===== src/rtl/orot_pkg.sv =====
// shared types and widths for the oriented rectangle overlap test
package orot_pkg;

    localparam int IN_W   = 16;
    localparam int PROD_W = 2 * IN_W;
    localparam int ABS_W  = PROD_W;
    localparam int SUM_W  = ABS_W + 2;
    localparam int CTR2_W = ABS_W + 1;
    localparam int N_EDGE = 4;
    localparam int LAT    = 4;

    typedef struct packed {
        logic signed [IN_W-1:0] x;
        logic signed [IN_W-1:0] y;
    } t_vec;

endpackage


===== src/rtl/orot_dot.sv =====
// one dot product lane: registered products, then registered magnitude of their sum
module orot_dot (
    input  logic                          i_clk,
    input  orot_pkg::t_vec                i_a,
    input  orot_pkg::t_vec                i_b,
    output logic [orot_pkg::ABS_W-1:0]    o_abs
);

    logic signed [orot_pkg::PROD_W-1:0] r_px;
    logic signed [orot_pkg::PROD_W-1:0] r_py;
    logic signed [orot_pkg::PROD_W-1:0] n_px;
    logic signed [orot_pkg::PROD_W-1:0] n_py;
    logic signed [orot_pkg::PROD_W:0]   w_dot;
    logic        [orot_pkg::PROD_W:0]   w_mag;
    logic        [orot_pkg::ABS_W-1:0]  r_abs;

    assign n_px = i_a.x * i_b.x;
    assign n_py = i_a.y * i_b.y;

    assign w_dot = {r_px[orot_pkg::PROD_W-1], r_px} + {r_py[orot_pkg::PROD_W-1], r_py};
    // magnitude never exceeds 2^31, so it fits the unsigned result
    assign w_mag = w_dot[orot_pkg::PROD_W] ? (~w_dot + 1'b1) : w_dot;

    always_ff @(posedge i_clk) begin
        r_px  <= n_px;
        r_py  <= n_py;
        r_abs <= w_mag[orot_pkg::ABS_W-1:0];
    end

    assign o_abs = r_abs;

endmodule


===== config.mk =====
export PLATFORM = sky130hd
export DESIGN_NAME = orot_dot
export DESIGN_NICKNAME = d
export VERILOG_FILES = /design/src/rtl/orot_pkg.sv /design/src/rtl/orot_dot.sv
export SDC_FILE = /design/constraint.sdc
export NUM_CORES = 2
export LEC_CHECK = 0
export BUFFER_PORTS_ARGS = -buffer_cell sky130_fd_sc_hd__buf_2
export CORE_MARGIN = 8
export CORE_UTILIZATION = 45
export CTS_CLUSTER_DIAMETER = 60
export DETAILED_ROUTE_END_ITERATION = 8
export HOLD_SLACK_MARGIN = 0.05
export REMOVE_ABC_BUFFERS = 1
export SYNTH_ARGS = -nofsm -noshare
export SYNTH_HDL_FRONTEND = slang
export SYNTH_SLANG_ARGS = --single-unit

===== constraint.sdc =====
create_clock -name i_clk -period 8.34 [get_ports i_clk]
set_input_delay 0.834 -clock i_clk [delete_from_list [all_inputs] [get_ports i_clk]]
set_output_delay 0.834 -clock i_clk [all_outputs]
set_load 0.005 [all_outputs]

==> key figures <==
Clocking
  – CTS tree: yes
  – CTS root buffer: clkbuf_16
  – Max Root-Sink Buffers: 2
  – Post_cts resized: 0
  – Skew-Pair Late Insertion Delay: 0.36 ns
  – Worst-path clk slew: 0.07 ns
  – TritonCTS buffer count: 9
  – Post-CTS Hold Buffers: 0
  – Postcts setup bufs: 0
  – Htree depth: 3
  – CTS Sinks: 96

Detailed routing
  – Via Count: 17300
  – Final wirelength: 54.4 mm
  – Vias per inst: 5.19
  – Starting DRT DRC Count: 873
  – # DRC: 0
  – Routed len/inst: 16.4 um
  – Detail Route Antenna Nets: 0
  – 1st-pass router iterations: 6

Die
  – Die W: 247 um
  – Num rows: 84
  – Core footprint: 52700 sq um
  – Starting Density: 45.5%
  – I/O Pins: 97
  – Die Area: 60900 sq um
  – Die extent in y: 247 um

Timing
  – RSZ-0062 raised after global routing: no
  – Setup TNS: 0 ns
  – Final count of pins violating max slew: 0
  – Setup violators final: 0
  – Fin. Hold Viols: 0
  – Final Skew: 0.00956 ns
  – Achievable frequency: 147 MHz
  – Slew margin rel.: 32.5%
  – Final Cycle Share: 81.6%
  – Slew @ Worst Pin: 1.00 ns
  – Final min period: 6.80 ns

Worst setup path
  – CP Class: in2reg
  – Crit-path max cell delay: 0.55 ns
  – Required time worst endpoint: 8.59 ns
  – Crit start category: primary input
  – Crit path buf inv count: 3
  – Cell with the largest stage delay on the worst path: fa_1
  – CP top delay family: adder cells
  – Critical path's most frequent cell: fa_1
  – Crit path cell chain: buf_2 -> and2_1 -> fa_1 -> inv_1 -> fa_1 -> fa_1 -> fa_1 -> inv_1 -> fa_1 -> fa_1 -> ha_1 -> a21o_1 -> a21o_1 -> a21o_1 -> a31oi_1 -> o21ai_0 -> a221o_1 -> o41a_1 -> nand4_1 -> nand2_1 -> xor2_1
  – Worst EP arrival: 7.05 ns
  – Critical-path maximum fanout: 16
  – Endpoint class of the critical path: register

Worst hold path
  – Worst min-delay path class: reg2reg

Global route
  – First-pass GRT wire length: 93.3 mm
  – Overflow after GRT: 0
  – Vias in the first global route: 19000
  – GRT Overall Usage: 18.8%
  – Largest net degree at the start of global routing: 21
  – Initial antenna violation count: 0

Final layout
  – ANT cells: 0
  – Share of layout cells above drive strength 1: 5.17%
  – Sequential Area: 1920 sq um
  – Fillcell total: 5078
  – Multi-input logic area: 19600 sq um
  – Area delta synth->final: 5.51%
  – Nets: 3415

Synthesis
  – Cell Area, Synth: 24000 sq um
  – Top FF cell, synth: dfxtp_1
  – Register area share after synthesis: 8.02%
  – Yosys warns: 0
  – EDFF count, synth: 0
  – Mapped Cells: 2603
  – Syn_area_per_cell: 9.21 sq um
  – Seq cells post-synth: 96
  – Synth unique cells: 75
  – Post-synth ARST share: 0%

Place
  – IO buf count: 96
  – RePlAce Congestion: 0.892
  – HPWL Detailed: 46.3 mm

Run status
  – Status: finished clean

Run
  – Max Cap Viol: 0
synthesized netlist by cell type (9+ instances only):
cell type / count / area share, %
a21oi_1: 79 / 1.6
o21bai_1: 12 / 0.38
nand2_1: 282 / 4.4
ha_1: 197 / 10
nor3_1: 17 / 0.35
o21ai_0: 48 / 1.0
dfxtp_1: 96 / 8.0
o211ai_1: 9 / 0.28
xor2_1: 28 / 1.0
o21a_1: 10 / 0.31
clkbuf_1: 80 / 1.3
fa_1: 525 / 44
a31oi_1: 9 / 0.23
nand3_1: 15 / 0.31
nand2b_1: 21 / 0.55
nor2_1: 79 / 1.2
inv_1: 580 / 9.1
and3_1: 13 / 0.34
and2_1: 252 / 6.6
xnor2_1: 97 / 3.5
nand4_1: 13 / 0.34
a21o_1: 34 / 1.1
cells by family (layout without fill, tap and decap cells):
family,Yosys count,after routing,synth area share [%]
xor gates and xnor gates,125,125,4.57
buffers and inverters,663,693,10.4
muxes,2,2,0.0887
adders and majority gates,722,722,54.1
DFF,96,96,8.02
AOI/OAI and AO/OA,260,260,7.20
and+or+nand+nor,735,735,15.6
cell type report:
class                   count  share of cell area, %
repair buffers             97                   1.93
flip-flops and latches     96                   7.60
clock buffers               9                  0.890
well taps                 688                   3.40
inverters                 580                   8.61
clock inverters             7                  0.247
multi-input cells        1844                   77.3
cells in the final DEF, fill, tap and decap left out, drive strengths merged, types with 4 or more instances in the layout:
cell type / Yosys / routed
inv: 580 / 584
fa: 525 / 525
nand2: 282 / 282
and2: 253 / 253
ha: 197 / 197
xnor2: 97 / 97
buf: 2 / 97
dfxtp: 96 / 96
nor2: 79 / 79
a21oi: 79 / 79
o21ai: 50 / 50
a21o: 34 / 34
xor2: 28 / 28
nand2b: 21 / 21
nor3: 17 / 17
nand3: 16 / 16
and3: 13 / 13
nand4: 13 / 13
o21bai: 13 / 13
o21a: 10 / 10
a31oi: 10 / 10
o211ai: 9 / 9
clkbuf: 81 / 9
nor2b: 7 / 7
o31ai: 7 / 7
a211oi: 7 / 7
a2111oi: 6 / 6
a41oi: 5 / 5
or2: 5 / 5
nor4: 5 / 5
and4: 4 / 4
nand4b: 4 / 4
nor3b: 4 / 4
o41ai: 4 / 4
state kept, by name (all words and copies together) (netlist names):
| register | flops |
|---|---|
| r_py | 32 |
| r_px | 32 |
| o_abs | 32 |
routing by layer:
metal	track usage, %	vias up	share of wire, %
li1	-	7926	-
met1	24.8	8901	43
met2	32.9	356	51
met3	2.36	68	4.2
met4	3.64	0	1.9
met5	0	-	0
path summary, 6_finish.rpt:
path,slack [ns],end,cells after the start,startpoint
min reg2reg,0.49,o_abs[0]$_DFF_P_,1,r_py[0]$_DFF_P_
min,0.49,o_abs[0]$_DFF_P_,1,r_py[0]$_DFF_P_
max reg2reg,4.06,o_abs[30]$_DFF_P_,12,r_px[0]$_DFF_P_
max,1.54,r_py[30]$_DFF_P_,21,i_a[7]
per-stage QoR:
| stage | utilization, % | cells | hold WS, ns | setup slack (ns) | instance area (sq um) |
|---|---|---|---|---|---|
| 3_3_place_gp | 47.5 | 3305 | 0.472 | 1.29 | 25000 |
| 6_report | 48.0 | 3321 | 0.492 | 1.54 | 25300 |
| 4_1_cts | 48.0 | 3321 | 0.497 | 1.58 | 25300 |
| 3_5_place_dp | 47.5 | 3305 | 0.479 | 1.21 | 25000 |
| 2_1_floorplan | - | 2520 | 0.441 | 2.04 | 23700 |
| 5_1_grt | 48.0 | 3321 | 0.515 | 1.28 | 25300 |
Power is left out: the tool's default activity adds up to more than one toggle a clock period on the data nets, which glitch-free logic cannot reach.
